**config.mk**
```make
export PLATFORM = sky130hd
export DESIGN_NAME = serial_status_frame_receiver_unit
export DESIGN_NICKNAME = d
export VERILOG_FILES = /design/src/design/ssfr_pkg.sv /design/src/design/serial_status_frame_receiver_unit.sv /design/src/design/ssfr_in_stage.sv /design/src/design/ssfr_core.sv /design/src/design/ssfr_out_reg.sv
export SDC_FILE = /design/constraint.sdc
export NUM_CORES = 1
export LEC_CHECK = 0
export BUFFER_PORTS_ARGS = -buffer_cell sky130_fd_sc_hd__buf_2
export CAP_MARGIN = 40
export CELL_PAD_IN_SITES_DETAIL_PLACEMENT = 1
export CELL_PAD_IN_SITES_GLOBAL_PLACEMENT = 1
export CORE_MARGIN = 8
export CORE_UTILIZATION = 35
export CTS_BUF_LIST = sky130_fd_sc_hd__clkbuf_8
export DETAILED_ROUTE_END_ITERATION = 12
export GPL_ROUTABILITY_DRIVEN = 1
export PLACE_DENSITY = 0.72
export SYNTH_ARGS = -nofsm -noshare
export SYNTH_HDL_FRONTEND = slang
export SYNTH_HIERARCHICAL = 1
export SYNTH_SLANG_ARGS = --single-unit
```
**constraint.sdc**
```tcl
create_clock -name clk -period 3.8 [get_ports clk]
set_input_delay 0.38 -clock clk [delete_from_list [all_inputs] [get_ports clk]]
set_output_delay 0.38 -clock clk [all_outputs]
set_load 0.01 [all_outputs]
```
**src/design/ssfr_pkg.sv**
```systemverilog
// shared types, codes and constants of the serial status frame receiver
// used by every module in design/, depends on nothing
`timescale 1ns / 1ps
`default_nettype none

package ssfr_pkg;

	// input commands
	localparam logic [1:0] CMD_BYTE    = 2'd0;
	localparam logic [1:0] CMD_TICK    = 2'd1;
	localparam logic [1:0] CMD_TRIGGER = 2'd2;

	// result event codes
	localparam logic [2:0] EV_GOOD      = 3'd0;
	localparam logic [2:0] EV_TAIL_ERR  = 3'd1;
	localparam logic [2:0] EV_SUM_ERR   = 3'd2;
	localparam logic [2:0] EV_CONFIRMED = 3'd3;
	localparam logic [2:0] EV_TIMED_OUT = 3'd4;

	// configuration register indexes
	localparam logic CFG_TIMEOUT_TICKS    = 1'b0;
	localparam logic CFG_ASCII_BYTE_LIMIT = 1'b1;

	localparam logic [15:0] TIMEOUT_TICKS_RST    = 16'd500;
	localparam logic [7:0]  ASCII_BYTE_LIMIT_RST = 8'd128;

	// frame layout
	localparam logic [7:0] HDR_BYTE    = 8'h71;
	localparam logic [7:0] TAIL_BYTE   = 8'h5C;
	localparam logic [7:0] GEN_NORMAL  = 8'h01;
	localparam logic [7:0] GEN_ABNORM  = 8'h02;
	localparam int         STORE_DEPTH = 5;

	// confirmation phrase "finish open"
	localparam logic [3:0] PHRASE_LEN  = 4'd11;
	localparam logic [3:0] PHRASE_LAST = 4'd10;

	typedef struct packed {
		logic [1:0] cmd;
		logic [7:0] data_byte;
	} item_t;

	typedef struct packed {
		logic [2:0] event_res;
		logic       report_valid;
		logic       generator_ok;
		logic [7:0] payload_one;
		logic [7:0] payload_two;
		logic [7:0] payload_three;
		logic [7:0] gen_state_byte;
	} result_t;

	typedef struct packed {
		logic [15:0] timeout_ticks;
		logic [7:0]  ascii_byte_limit;
	} cfg_t;

	function automatic logic [7:0] phrase_char(input logic [3:0] idx);
		logic [7:0] c;
		unique case (idx)
			4'd0:    c = "f";
			4'd1:    c = "i";
			4'd2:    c = "n";
			4'd3:    c = "i";
			4'd4:    c = "s";
			4'd5:    c = "h";
			4'd6:    c = " ";
			4'd7:    c = "o";
			4'd8:    c = "p";
			4'd9:    c = "e";
			4'd10:   c = "n";
			default: c = 8'h00;
		endcase
		return c;
	endfunction

endpackage

`default_nettype wire

```
**src/design/serial_status_frame_receiver_unit.sv**
```systemverilog
// top level of the serial status frame receiver: configuration registers and stage wiring
// depends on ssfr_pkg, ssfr_in_stage, ssfr_core, ssfr_out_reg
`timescale 1ns / 1ps
`default_nettype none

// Serial status frame receiver. Each transaction on the item channel carries one
// command: a received UART byte, a time tick or a trigger notice. Bytes are parsed
// for a 7-byte frame (header 0x71, three payload bytes, generator status byte,
// 8-bit additive checksum over bytes 0..4, tail 0x5C); a finished frame yields one
// result transaction: good frame (with payload and generator status), tail error
// or checksum error. A trigger arms a wait loaded from timeout_ticks; while armed
// the text "finish open" in the byte stream yields a confirmed result and ticks
// count down to a timed-out result. A run of ascii_byte_limit unmatched bytes
// while armed clears the match progress and any partial frame. Items produce zero
// or one result. Timing: an item is held in the input register, and its result
// is registered in the result register once that register can take it; one item
// is taken every clock as long as the result register drains. Configuration
// writes take effect on the next clock and are to be made while idle by the user;
// the block itself does not enforce this.
module serial_status_frame_receiver_unit (
	input  wire logic              clk,
	input  wire logic              arst_n,
	// item channel
	input  wire logic              item_valid,
	output logic                   item_ready,
	input  wire ssfr_pkg::item_t   item,
	// result channel
	output logic                   result_valid,
	input  wire logic              result_ready,
	output ssfr_pkg::result_t      result,
	// configuration write port
	input  wire logic              cfg_we,
	input  wire logic              cfg_index,
	input  wire logic [15:0]       cfg_data
);

	ssfr_pkg::cfg_t    cfg_q;
	ssfr_pkg::item_t   item_s1;
	ssfr_pkg::result_t res;
	logic              valid_s1;
	logic              advance;
	logic              fire;
	logic              hit;

	// configuration registers
	always_ff @(posedge clk or negedge arst_n) begin
		if (!arst_n) begin
			cfg_q.timeout_ticks    <= ssfr_pkg::TIMEOUT_TICKS_RST;
			cfg_q.ascii_byte_limit <= ssfr_pkg::ASCII_BYTE_LIMIT_RST;
		end else if (cfg_we) begin
			unique case (cfg_index)
				ssfr_pkg::CFG_TIMEOUT_TICKS:    cfg_q.timeout_ticks    <= cfg_data;
				ssfr_pkg::CFG_ASCII_BYTE_LIMIT: cfg_q.ascii_byte_limit <= cfg_data[7:0];
				default: begin
				end
			endcase
		end
	end

	// held item is processed once the result register can take whatever it makes
	assign fire = valid_s1 && advance;

	ssfr_in_stage u_in (
		.clk        (clk),
		.arst_n     (arst_n),
		.item_valid (item_valid),
		.item_ready (item_ready),
		.item       (item),
		.advance    (advance),
		.valid_s1   (valid_s1),
		.item_s1    (item_s1)
	);

	// parser, phrase matcher and deadline state update once per item
	ssfr_core u_core (
		.clk     (clk),
		.arst_n  (arst_n),
		.fire    (fire),
		.item_s1 (item_s1),
		.cfg     (cfg_q),
		.hit     (hit),
		.res     (res)
	);

	// result register doubles as the output skid stage
	ssfr_out_reg u_out (
		.clk          (clk),
		.arst_n       (arst_n),
		.load         (fire && hit),
		.res          (res),
		.free         (advance),
		.result_valid (result_valid),
		.result_ready (result_ready),
		.result       (result)
	);

endmodule

`default_nettype wire

```
**src/design/ssfr_in_stage.sv**
```systemverilog
// input register of the serial status frame receiver
// depends on ssfr_pkg
`timescale 1ns / 1ps
`default_nettype none

module ssfr_in_stage (
	input  wire logic           clk,
	input  wire logic           arst_n,
	input  wire logic           item_valid,
	output logic                item_ready,
	input  wire ssfr_pkg::item_t item,
	input  wire logic           advance,
	output logic                valid_s1,
	output ssfr_pkg::item_t     item_s1
);

	// stage frees itself whenever the held item moves on
	assign item_ready = !valid_s1 || advance;

	always_ff @(posedge clk or negedge arst_n) begin
		if (!arst_n) begin
			valid_s1 <= 1'b0;
		end else if (item_ready) begin
			valid_s1 <= item_valid;
		end
	end

	always_ff @(posedge clk) begin
		if (item_valid && item_ready) begin
			item_s1 <= item;
		end
	end

endmodule

`default_nettype wire

```
**src/design/ssfr_core.sv**
```systemverilog
// frame parser, phrase matcher and time-out counter state with next-state logic
// depends on ssfr_pkg
`timescale 1ns / 1ps
`default_nettype none

module ssfr_core (
	input  wire logic            clk,
	input  wire logic            arst_n,
	input  wire logic            fire,
	input  wire ssfr_pkg::item_t item_s1,
	input  wire ssfr_pkg::cfg_t  cfg,
	output logic                 hit,
	output ssfr_pkg::result_t    res
);

	logic [7:0]  store_q [ssfr_pkg::STORE_DEPTH];
	logic [2:0]  pos_q, pos_n;
	logic [7:0]  sum_q, sum_n;
	logic        armed_q, armed_n;
	logic [15:0] ticks_q, ticks_n;
	logic [3:0]  mi_q, mi_n;
	logic [7:0]  unm_q, unm_n;

	logic        store_we;
	logic [2:0]  store_idx;
	logic        done;
	logic [3:0]  mi_sel;
	logic [7:0]  unm_inc;
	logic [7:0]  lim;
	logic [7:0]  b;

	assign b         = item_s1.data_byte;
	assign store_idx = pos_q - 3'd1;
	assign mi_sel    = (mi_q < ssfr_pkg::PHRASE_LEN) ? mi_q : 4'd0;
	assign unm_inc   = unm_q + 8'd1;
	assign lim       = (cfg.ascii_byte_limit == 8'd0) ? 8'd1 : cfg.ascii_byte_limit;

	always_comb begin
		pos_n    = pos_q;
		sum_n    = sum_q;
		armed_n  = armed_q;
		ticks_n  = ticks_q;
		mi_n     = mi_q;
		unm_n    = unm_q;
		store_we = 1'b0;
		done     = 1'b0;
		hit      = 1'b0;
		res      = '0;
		unique case (item_s1.cmd)
			ssfr_pkg::CMD_BYTE: begin
				if (armed_q) begin
					if (b == ssfr_pkg::phrase_char(mi_sel)) begin
						unm_n = 8'd0;
						if (mi_sel == ssfr_pkg::PHRASE_LAST) begin
							armed_n          = 1'b0;
							mi_n             = 4'd0;
							pos_n            = 3'd0;
							sum_n            = 8'd0;
							done             = 1'b1;
							hit              = 1'b1;
							res.event_res    = ssfr_pkg::EV_CONFIRMED;
							res.report_valid = 1'b1;
							res.generator_ok = 1'b1;
						end else begin
							mi_n = mi_sel + 4'd1;
						end
					end else begin
						mi_n = (b == ssfr_pkg::phrase_char(4'd0)) ? 4'd1 : 4'd0;
						if (unm_inc >= lim) begin
							// run too long: drop byte, partial frame and progress
							unm_n = 8'd0;
							mi_n  = 4'd0;
							pos_n = 3'd0;
							sum_n = 8'd0;
							done  = 1'b1;
						end else begin
							unm_n = unm_inc;
						end
					end
				end
				if (!done) begin
					if (pos_q == 3'd0) begin
						if (b == ssfr_pkg::HDR_BYTE) begin
							pos_n = 3'd1;
							sum_n = ssfr_pkg::HDR_BYTE;
						end
					end else if (pos_q <= 3'd5) begin
						store_we = 1'b1;
						if (pos_q <= 3'd4) begin
							sum_n = sum_q + b;
						end
						pos_n = pos_q + 3'd1;
					end else begin
						// tail position: frame ends here either way
						pos_n = 3'd0;
						sum_n = 8'd0;
						hit   = 1'b1;
						if (b != ssfr_pkg::TAIL_BYTE) begin
							res.event_res = ssfr_pkg::EV_TAIL_ERR;
						end else if (sum_q != store_q[4]) begin
							res.event_res = ssfr_pkg::EV_SUM_ERR;
						end else begin
							res.event_res      = ssfr_pkg::EV_GOOD;
							res.report_valid   = (store_q[3] == ssfr_pkg::GEN_NORMAL)
								|| (store_q[3] == ssfr_pkg::GEN_ABNORM);
							res.generator_ok   = (store_q[3] == ssfr_pkg::GEN_NORMAL);
							res.payload_one    = store_q[0];
							res.payload_two    = store_q[1];
							res.payload_three  = store_q[2];
							res.gen_state_byte = store_q[3];
						end
					end
				end
			end
			ssfr_pkg::CMD_TICK: begin
				if (armed_q) begin
					if (ticks_q <= 16'd1) begin
						ticks_n          = 16'd0;
						armed_n          = 1'b0;
						mi_n             = 4'd0;
						unm_n            = 8'd0;
						hit              = 1'b1;
						res.event_res    = ssfr_pkg::EV_TIMED_OUT;
						res.report_valid = 1'b1;
					end else begin
						ticks_n = ticks_q - 16'd1;
					end
				end
			end
			ssfr_pkg::CMD_TRIGGER: begin
				armed_n = 1'b1;
				ticks_n = cfg.timeout_ticks;
				mi_n    = 4'd0;
				unm_n   = 8'd0;
			end
			default: begin
			end
		endcase
	end

	always_ff @(posedge clk or negedge arst_n) begin
		if (!arst_n) begin
			pos_q   <= 3'd0;
			sum_q   <= 8'd0;
			armed_q <= 1'b0;
			ticks_q <= 16'd0;
			mi_q    <= 4'd0;
			unm_q   <= 8'd0;
		end else if (fire) begin
			pos_q   <= pos_n;
			sum_q   <= sum_n;
			armed_q <= armed_n;
			ticks_q <= ticks_n;
			mi_q    <= mi_n;
			unm_q   <= unm_n;
		end
	end

	always_ff @(posedge clk) begin
		if (fire && store_we) begin
			store_q[store_idx] <= b;
		end
	end

endmodule

`default_nettype wire

```
**src/design/ssfr_out_reg.sv**
```systemverilog
// result register of the serial status frame receiver
// depends on ssfr_pkg
`timescale 1ns / 1ps
`default_nettype none

module ssfr_out_reg (
	input  wire logic              clk,
	input  wire logic              arst_n,
	input  wire logic              load,
	input  wire ssfr_pkg::result_t res,
	output logic                   free,
	output logic                   result_valid,
	input  wire logic              result_ready,
	output ssfr_pkg::result_t      result
);

	logic              valid_q;
	ssfr_pkg::result_t result_q;

	assign free         = !valid_q || result_ready;
	assign result_valid = valid_q;
	assign result       = result_q;

	always_ff @(posedge clk or negedge arst_n) begin
		if (!arst_n) begin
			valid_q <= 1'b0;
		end else if (free) begin
			valid_q <= load;
		end
	end

	always_ff @(posedge clk) begin
		if (load) begin
			result_q <= res;
		end
	end

endmodule

`default_nettype wire

```
==> results of run 1 <==
cells in the mapped netlist (all sizes together) (7+ instances only):
cell type,number,share of area (%)
edfxtp,87,35
dfrtp,59,20
o21ai,50,3.3
and2,42,3.5
nand2,42,2.1
nor2,40,2.0
ha,31,5.2
inv,31,1.5
mux2,25,4.2
a21oi,24,1.6
nand3,16,1.1
xnor2,16,1.9
nor3,14,1.0
clkbuf,13,0.65
buf,11,0.93
nand2b,10,1.1
a22oi,9,0.90
a21o,8,0.80
xor2,8,0.93
a32o,7,0.93
dfstp,7,2.4
nor4,7,0.58
metal layers:
metal	vias up	share of wire (%)	track usage, %
li1	2512	-	-
met1	2605	45	17.88
met2	106	48	23.84
met3	16	5.0	3.539
met4	0	1.3	4.462
met5	-	0	0
flip-flops by register name (all words and copies together), names as in the netlist:
| name | cells |
|---|---|
| cfg_q | 24 |
| u_core/armed_q | 1 |
| u_core/mi_q | 4 |
| u_core/pos_q | 3 |
| u_core/store_q | 40 |
| u_core/sum_q | 8 |
| u_core/ticks_q | 16 |
| u_core/unm_q | 8 |
| u_in/item_s1 | 10 |
| u_in/valid_s1 | 1 |
| u_out/result | 37 |
| u_out/result_valid | 1 |
power by group through the flow:
| stage | combinational (mW) | sequential, mW | clock, mW |
|---|---|---|---|
| 2_1_floorplan | 0.821 | 2.15 | 0 |
| 3_3_place_gp | 1.02 | 2.21 | 0 |
| 3_5_place_dp | 1.09 | 2.23 | 0 |
| 4_1_cts | 1.10 | 2.20 | 1.15 |
| 5_1_grt | 1.24 | 2.23 | 1.21 |
| 6_report | 1.10 | 2.20 | 1.11 |
final cells by class:
cell class | count | area (um^2)
fill | 2320 | 12420
sequential | 153 | 4274
multi-input combinational | 433 | 3059
timing repair buffer | 89 | 516.7
tap | 275 | 344.1
clock buffer | 17 | 234.0
clock inverter | 14 | 118.9
inverter | 31 | 116.4
what timing repair did:
item,CTS,global route
setup endpoints to repair,1,113
cloned,0,1
hold buffers,1,0
gates resized for setup,1,8
hold endpoints to repair,7,0
buffers inserted,0,2
cell families (layout without fill, tap and decap cells):
kind of cell / count (synthesis) / in the layout / share of synthesized area, %
compound gates: 146 / 146 / 12.94
xor+xnor: 24 / 24 / 2.793
fa+ha+maj: 32 / 32 / 5.421
buf+inv: 55 / 151 / 3.126
flops: 153 / 153 / 56.78
mux: 28 / 28 / 4.689
simple gates: 202 / 203 / 14.25
per-stage QoR:
stage,utilization [%],instances
2_1_floorplan,-,640
3_3_place_gp,38.97,974
3_5_place_dp,39.16,977
4_1_cts,40.89,1009
5_1_grt,41.08,1012
6_report,41.08,1012
worst paths after layout:
check	to	startpoint	slack, ns	depth (start not counted)
worst max register to register	u_out/result[1]	u_core/mi_q[1]	0.24	11
max in group asynchronous	cfg_q[10]	arst_n	2.80	3
worst max-delay path	u_out/result[1]	u_core/mi_q[1]	0.24	11
worst min register to register	cfg_q[20]	cfg_q[20]	0.52	1
min in group asynchronous	cfg_q[19]	arst_n	0.31	2
worst min-delay path	u_in/item_s1[1]	item[1]	0.10	1
==> results_dict.tcl, run 1 <==
set metrics [dict create \
    finalHoldViolations 0 \
    dp_slack_ns 0.02597 \
    synth_edf_count 87 \
    power.total_mw 4.411 \
    grt_pass1_vias 5611 \
    vdd_drop_max_mv 0.2240 \
    syn_inst 640 \
    critPathMaxFanout 32 \
    synth_ff_type "edfxtp_1" \
    die_w_um 162.6 \
    fin_area_mm2 0.008663 \
    die_y_um 162.6 \
    core_mm2 0.02109 \
    seq_area_frac_synth_pct 56.78 \
    fin_setup_tns_ns 0 \
    htreeDepth 4 \
    clkTransAtPathRegs_ns 0.09 \
    antenna_found_initial 0 \
    drv_cap 0 \
    drtAntennaViolNets 0 \
    vias_per_cell 5.177 \
    grt_max_degree 39 \
    finalMaxSlewViolations 0 \
    cts_made_buffers 17 \
    cts_max_path_buffers 2 \
    fmax_mhz 280.8 \
    seqPwrFrac_pct 49.8 \
    place_area_mm2 0.008258 \
    slew-limit-headroom_pct 43.80 \
    cts-root-buf "clkbuf_8" \
    areaGrowthSynthToFinish_pct 15.13 \
    fin_worst_skew_ns 0.01080 \
    rows 53 \
    die_area_mm2 0.02645 \
    initial_core_util_pct 35.68 \
    drive_gt1_share_pct 23.34 \
    tightest_slew_ns 0.8410 \
    portBuffers 70 \
    via_count 5239 \
    hpwl_um 13500 \
    mostFrequentLayoutCells "87 x edfxtp_1, 71 x buf_2, 58 x dfrtp_1, 46 x o21ai_0, 42 x nand2_1" \
    path_cells "o21ai_0 > nand2_1 > ha_1 > o21bai_1 > a31oi_1 > a311oi_1 > o2111ai_1 > nor3_4 > mux2i_2 > and4b_2 > and2_1" \
    yosys_warnings 6 \
    slowest_delay_ns 0.47 \
    cts_tree "built" \
    p_sw_mw 1.502 \
    synth.avg_cell_area_um2 11.76 \
    synth-seq-cells 153 \
    synth_area_mm2 0.007525 \
    synth_nets 704 \
    gp_routability_congestion 0.8251 \
    cp.arrival_ns 3.77 \
    ys_types 69 \
    cp-end-kind "flip-flop" \
    ios 71 \
    worst-path-buf-inv 0 \
    finalSetupViolations 0 \
    first_pass_iters 4 \
    routedWlPerCell_um 18.24 \
    crit_family "simple AND/OR/NAND/NOR gates" \
    clkPwrFrac_pct 25.2 \
    layout_commonest_cell "edfxtp_1" \
    cp-start-kind "flip-flop" \
    fin_crit_sh_pct 93.71 \
    routed_wl_um 18460 \
    hold_class "in -> reg" \
    grt_pass1_wl_um 30060 \
    critPathKind "reg -> reg" \
    p_per_area_mw_per_mm2 509.1 \
    slowest_stage "dfrtp_1" \
    fin_ws_ns 0.2389 \
    clk_latency_ns 0.45 \
    outcome "finished clean" \
    leakage_nw 3.627 \
    hold_ws_ns 0.1016 \
    rsz0062_at_grt "true" \
    ys_async_sr_fraction_pct 43.14 \
    track_usage_pct 14.27 \
    internal_power_mw 2.908 \
    period_needed_ns 3.561 \
    drt_iter0_markers 348 \
    remaining_drc_errors 0 \
    clock-sinks 153 \
    switching_share_pct 34.06 \
    cp.required_ns 4.01 \
    overflow 0 \
    nNetsFinal 789 \
    combPwrFrac_pct 25.0 \
    n_antenna_cell 0 \
]
Power figures use the tool's default switching activity.
==> inputs of run 2 (changes only) <==
--- a/config.mk
+++ b/config.mk
@@ -9,6 +9,7 @@
 export CAP_MARGIN = 40
 export CELL_PAD_IN_SITES_DETAIL_PLACEMENT = 1
 export CELL_PAD_IN_SITES_GLOBAL_PLACEMENT = 1
+export CORE_ASPECT_RATIO = 1.4
 export CORE_MARGIN = 8
 export CORE_UTILIZATION = 35
 export CTS_BUF_LIST = sky130_fd_sc_hd__clkbuf_8
==> run 2 against run 1 <==
Worst setup slack gained 0.0065 ns. Power grew 4.7%. Global-route usage grew 0.23 points. Sequential share of layout area shrank 0.071 points. Critical endpoint is now u_core/sum_q[7]. Largest cell class unchanged. Largest power group unchanged.
==> results_dict.tcl, run 2 (synthesis gave the netlist of run 1 again) <==
set metrics [dict create \
    p_per_area_mw_per_mm2 532.6 \
    finalNonFillerCells 998 \
    finalMaxSlewViolations 0 \
    largest_reg_flops 40 \
    dpl.cell_count 964 \
    cts_made_buffers 17 \
    clk_latency_ns 0.46 \
    cts-root-buf "clkbuf_8" \
    drtAntennaViolNets 0 \
    fin_crit_sh_pct 93.54 \
    via_count 5331 \
    drive_gt1_share_pct 22.49 \
    finalSetupViolations 0 \
    ios 71 \
    top_register "u_core/store_q" \
    fin_area_mm2 0.008673 \
    routedWlPerCell_um 19.29 \
    grt_pass1_vias 5861 \
    rows 63 \
    clock-sinks 153 \
    fmax_mhz 281.3 \
    layout_commonest_cell "edfxtp_1" \
    critPathMaxFanout 15 \
    tightest_slew_ns 0.8744 \
    vdd_drop_max_mv 0.2389 \
    cts_tree "built" \
    cp.required_ns 4.15 \
    grt_pass1_wl_um 30360 \
    leakage_nw 3.644 \
    areaGrowthSynthToFinish_pct 15.26 \
    overflow 0 \
    place_area_mm2 0.008240 \
    drv_cap 0 \
    path_cells "o21ai_0 > and2_1 > ha_1 > and3b_1 > a311oi_2 > xor2_1 > o21ai_1 > nor3_2 > buf_4 > mux2i_2 > buf_4 > o21ai_0 > a211o_1" \
    worst-path-buf-inv 2 \
    cts_max_path_buffers 2 \
    r2r_slack_ns 0.25 \
    first_pass_iters 4 \
    period_needed_ns 3.555 \
    routed_wl_um 19250 \
    core_mm2 0.02113 \
    cp-end-kind "flip-flop" \
    htreeDepth 4 \
    initial_core_util_pct 35.62 \
    post_cts_buffers 0 \
    fin_ws_ns 0.2454 \
    die_y_um 189.5 \
    antenna_found_initial 0 \
    gp_routability_congestion 0.8761 \
    dp_slack_ns 0.1145 \
    remaining_drc_errors 0 \
    grt_max_degree 39 \
    clkTransAtPathRegs_ns 0.08 \
    slowest_stage "dfrtp_1" \
    finalHoldViolations 0 \
    fin_setup_tns_ns 0 \
    hold_ws_ns 0.09749 \
    rsz0062_at_grt "true" \
    die_w_um 139.9 \
    die_area_mm2 0.02651 \
    hold_class "in -> reg" \
    crit_family "compound AO/OA/AOI/OAI gates" \
    cp.arrival_ns 3.90 \
    nNetsFinal 789 \
    n_antenna_cell 0 \
    portBuffers 70 \
    outcome "finished clean" \
    slew-limit-headroom_pct 41.56 \
    critPathKind "reg -> reg" \
    hpwl_um 14170 \
    vias_per_cell 5.342 \
    cp-start-kind "flip-flop" \
    drt_iter0_markers 235 \
    slowest_delay_ns 0.52 \
    track_usage_pct 14.50 \
    mostFrequentLayoutCells "87 x edfxtp_1, 70 x buf_2, 59 x dfrtp_1, 47 x o21ai_0, 42 x nand2_1" \
    fin_worst_skew_ns 0.01172 \
]
-- run 2: area by class of cell --
| cell class | count | area, um^2 |
|---|---|---|
| Tap cell | 260 | 325.3 |
| Clock inverter | 15 | 173.9 |
| Fill cell | 2312 | 12450 |
| Timing Repair Buffer | 89 | 499.2 |
| Sequential cell | 153 | 4273 |
| Clock buffer | 17 | 234.0 |
| Inverter | 31 | 116.4 |
| Multi-Input combinational cell | 433 | 3052 |
-- run 2: worst reg2reg max path: cells and delay by family (launching register included) --
kind	cells	cell delay [ns]
compound gates	5	0.98
simple gates	3	0.61
flops	1	0.52
buf+inv	2	0.49
fa+ha+maj	1	0.35
mux	1	0.33
xor+xnor	1	0.17
-- run 2: what timing repair did --
action	in CTS	in global routing
resized for setup	0	3
setup endpoints to repair	0	70
hold endpoints to repair	16	0
hold buffers	1	0
-- run 2: report_power, final --
| part | internal [mW] | leakage, nW | total (mW) | switching (mW) |
|---|---|---|---|---|
| Clock | 0.651 | 0.204 | 1.30 | 0.645 |
| Combinational | 0.472 | 1.77 | 1.13 | 0.657 |
| Sequential | 1.98 | 1.67 | 2.20 | 0.220 |
| Total | 3.10 | 3.64 | 4.62 | 1.52 |
-- run 2: layer usage --
layer,wire length (um),vias up,GRT usage (%)
li1,-,2515,-
met1,7584,2674,15.04
met2,10470,110,27.51
met3,740,32,3.528
met4,456,0,5.446
met5,0,-,0
-- run 2: stage by stage --
stage	total power [mW]	utilization, %
5_1_grt	4.871	41.06
3_3_place_gp	3.256	38.95
3_5_place_dp	3.345	39.01
2_1_floorplan	2.975	-
4_1_cts	4.655	40.99
6_report	4.620	41.06
-- run 2: worst paths after layout --
| check | startpoint | endpoint | cells past startpoint |
|---|---|---|---|
| max in group asynchronous | arst_n | cfg_q[10] | 3 |
| setup / recovery | u_core/mi_q[0] | u_core/sum_q[7] | 13 |
| setup reg to reg | u_core/mi_q[0] | u_core/sum_q[7] | 13 |
| min in group asynchronous | arst_n | cfg_q[18] | 2 |
| hold / removal | item[5] | u_in/item_s1[5] | 1 |
| hold reg to reg | cfg_q[2] | cfg_q[2] | 1 |
==> inputs of run 3 (changes only) <==
--- a/config.mk
+++ b/config.mk
@@ -15,8 +15,7 @@
 export CTS_BUF_LIST = sky130_fd_sc_hd__clkbuf_8
 export DETAILED_ROUTE_END_ITERATION = 12
 export GPL_ROUTABILITY_DRIVEN = 1
-export PLACE_DENSITY = 0.72
+export PLACE_DENSITY = 0.71
 export SYNTH_ARGS = -nofsm -noshare
 export SYNTH_HDL_FRONTEND = slang
-export SYNTH_HIERARCHICAL = 1
 export SYNTH_SLANG_ARGS = --single-unit
==> run 3 against run 2 <==
Fmax increased by 1.6%. Critical path type unchanged. Register-to-register slack gained 0.06 ns. Global-route usage increased by 0.43 points. First-iteration DRC count fell by 16%. Sequential cell count stayed put. Non-clock buffer count up 4. Critical path depth stayed put. Clock-buffer cell count stayed put. Power down 4.0%. Worst setup slack improved by 0.055 ns. Largest power group unchanged. Design area rose by 0.66%.
==> results_dict.tcl, run 3 <==
set metrics [dict create \
    slew-limit-headroom_pct 42.19 \
    fin_crit_sh_pct 92.08 \
    cp.arrival_ns 3.65 \
    synth-seq-cells 153 \
    fin_worst_skew_ns 0.01722 \
    synth.avg_cell_area_um2 11.96 \
    leakage_nw 3.401 \
    finalMaxSlewViolations 0 \
    grt_max_degree 38 \
    synth_commonest_cells "87 x edfxtp_1, 59 x dfrtp_1, 36 x nand2_1" \
    cp-end-kind "flip-flop" \
    dp_slack_ns 0.3373 \
    clock-sinks 153 \
    hold_ws_ns 0.09283 \
    track_usage_pct 14.93 \
    rsz0062_at_grt "false" \
    synth_edf_count 87 \
    slowest_stage "dfrtp_1" \
    mostFrequentLayoutCells "87 x edfxtp_1, 70 x buf_2, 59 x dfrtp_1, 36 x nand2_1, 34 x o21ai_0" \
    initial_core_util_pct 35.18 \
    grt_pass1_vias 5827 \
    cts_max_path_buffers 2 \
    vias_per_cell 5.419 \
    period_needed_ns 3.499 \
    drive_gt1_share_pct 27.37 \
    yosys_warnings 0 \
    vdd_drop_max_mv 0.2584 \
    p_per_area_mw_per_mm2 508.1 \
    finalHoldViolations 0 \
    core_mm2 0.02162 \
    overflow 0 \
    ctsResizeCount 0 \
    routedWlPerCell_um 19.33 \
    num-fill-cells 2378 \
    syn_inst 636 \
    regArea_mm2 0.004273 \
    clk_latency_ns 0.45 \
    layout_commonest_cell "edfxtp_1" \
    n_antenna_cell 0 \
    rows 64 \
    drt_iter0_markers 197 \
    synth_area_mm2 0.007606 \
    multiInputGateArea_mm2 0.003094 \
    synthMostInstantiatedCell "edfxtp_1" \
    ios 71 \
    fin_ws_ns 0.3008 \
    die_area_mm2 0.02677 \
    cp.required_ns 3.95 \
    grt_pass1_wl_um 31020 \
    crit_top_cell "ha_1" \
    finalSetupViolations 0 \
    seq_area_frac_synth_pct 56.18 \
    drv_cap 0 \
    first_pass_iters 4 \
    final_core_util_pct 40.38 \
    critPathKind "reg -> reg" \
    yosysTopAreaCell "edfxtp_1" \
    fmax_mhz 285.8 \
    routed_wl_um 19370 \
    cts-root-buf "clkbuf_8" \
    antenna_found_initial 0 \
    clkTransAtPathRegs_ns 0.10 \
    htreeDepth 4 \
    cts_tree "built" \
    yosysTopAreaCellShare_pct 34.35 \
    drtAntennaViolNets 0 \
    synth_ff_type "edfxtp_1" \
    outcome "finished clean" \
    synth_nets 701 \
    power.total_mw 4.436 \
    fin_setup_tns_ns 0 \
    top_register "u_core.store_q" \
    gp_routability_congestion 0.8613 \
    nNetsFinal 790 \
    die_w_um 140.6 \
    ys_types 74 \
    post_cts_buffers 0 \
    cp-start-kind "flip-flop" \
    hold_class "in -> reg" \
    largest_reg_flops 40 \
    die_y_um 190.4 \
    portBuffers 70 \
    tightest_slew_ns 0.8672 \
    ys_async_sr_fraction_pct 43.14 \
    via_count 5430 \
    remaining_drc_errors 0 \
    hpwl_um 14730 \
    critPathMaxFanout 37 \
    synthTopCellsByArea "edfxtp_1 34%, dfrtp_1 19%, ha_1 5.3%, mux2_2 3.8%, and2_4 3.5%" \
    slowest_delay_ns 0.45 \
    areaGrowthSynthToFinish_pct 14.79 \
    path_cells "ha_1 > nand3_1 > xnor2_1 > ha_1 > a21o_1 > a21oi_1 > o21a_1 > o21ai_0 > and2_1 > o31ai_1 > a31oi_1 > nor2_4 > buf_12" \
    cts_made_buffers 17 \
]
## run 3: cell count changes after synthesis, moves of 10 or more
cell and change:
and2_1 -32, and2_4 +29, o21ai_0 -13, o21ai_1 +13
mux2_2 +11, mux2_4 -10
## run 3: cell families after synthesis
group	synth area share, %
buffers and inverters	3.240
adder cells (fa/ha/maj)	5.527
multiplexers	3.849
AND/OR/NAND/NOR	15.15
XOR/XNOR	2.879
flip-flops	56.18
AO/OA/AOI/OAI	13.18
## run 3: cell type report
cell class,count,area share [%]
sequential,153,48.94
timing repair buffer,93,6.162
clock buffer,17,2.680
tap,264,3.783
multi-input combinational,431,35.44
clock inverter,15,1.748
inverter,29,1.247
## run 3: per-layer routing
layer  vias to the layer above  routed length (um)  GRT usage, %
met1                      2724                7323         15.21
met2                       150               10530         28.39
met4                         0                 572         7.007
met3                        36                 948         3.232
li1                       2520                   -             -
met5                         -                   0             0
## run 3: repair_timing
item / 4_1_cts / 5_1_grt
setup endpoints to repair: 0 / 0
hold endpoints to repair: 23 / 0
hold buffers: 1 / 0
## run 3: power by group
part / internal [mW] / switching [mW] / leakage [nW]
Combinational: 0.449 / 0.611 / 1.67
Sequential: 1.96 / 0.211 / 1.54
Clock: 0.489 / 0.720 / 0.187
## run 3: worst paths after layout
kind                                        start           endpoint  slack [ns]  cells past startpoint
worst max register to register    u_core.unm_q[0]    u_out.result[7]        0.30                     13
max in group asynchronous                  arst_n    u_core.sum_q[7]        2.34                      3
worst min-delay path                      item[3]    u_in.item_s1[3]        0.09                      1
min in group asynchronous                  arst_n          cfg_q[18]        0.47                      2
worst max-delay path              u_core.unm_q[0]    u_out.result[7]        0.30                     13
worst min register to register  u_core.ticks_q[7]  u_core.ticks_q[7]        0.52                      2
## run 3: through the flow
step | instances | area [um^2]
after detailed placement | 969 | 8334
after floorplan | 636 | 7614
final | 1002 | 8731
after global routing | 1002 | 8731
after global placement | 969 | 8334
after CTS | 1002 | 8731
## run 3: critical path, delay by kind of cell (launching register included)
family | cells | cell delay, ns
adder cells (fa/ha/maj) | 2 | 0.53
AND/OR/NAND/NOR | 3 | 0.59
AO/OA/AOI/OAI | 6 | 1.15
XOR/XNOR | 1 | 0.24
buffers and inverters | 1 | 0.23
flip-flops | 1 | 0.45
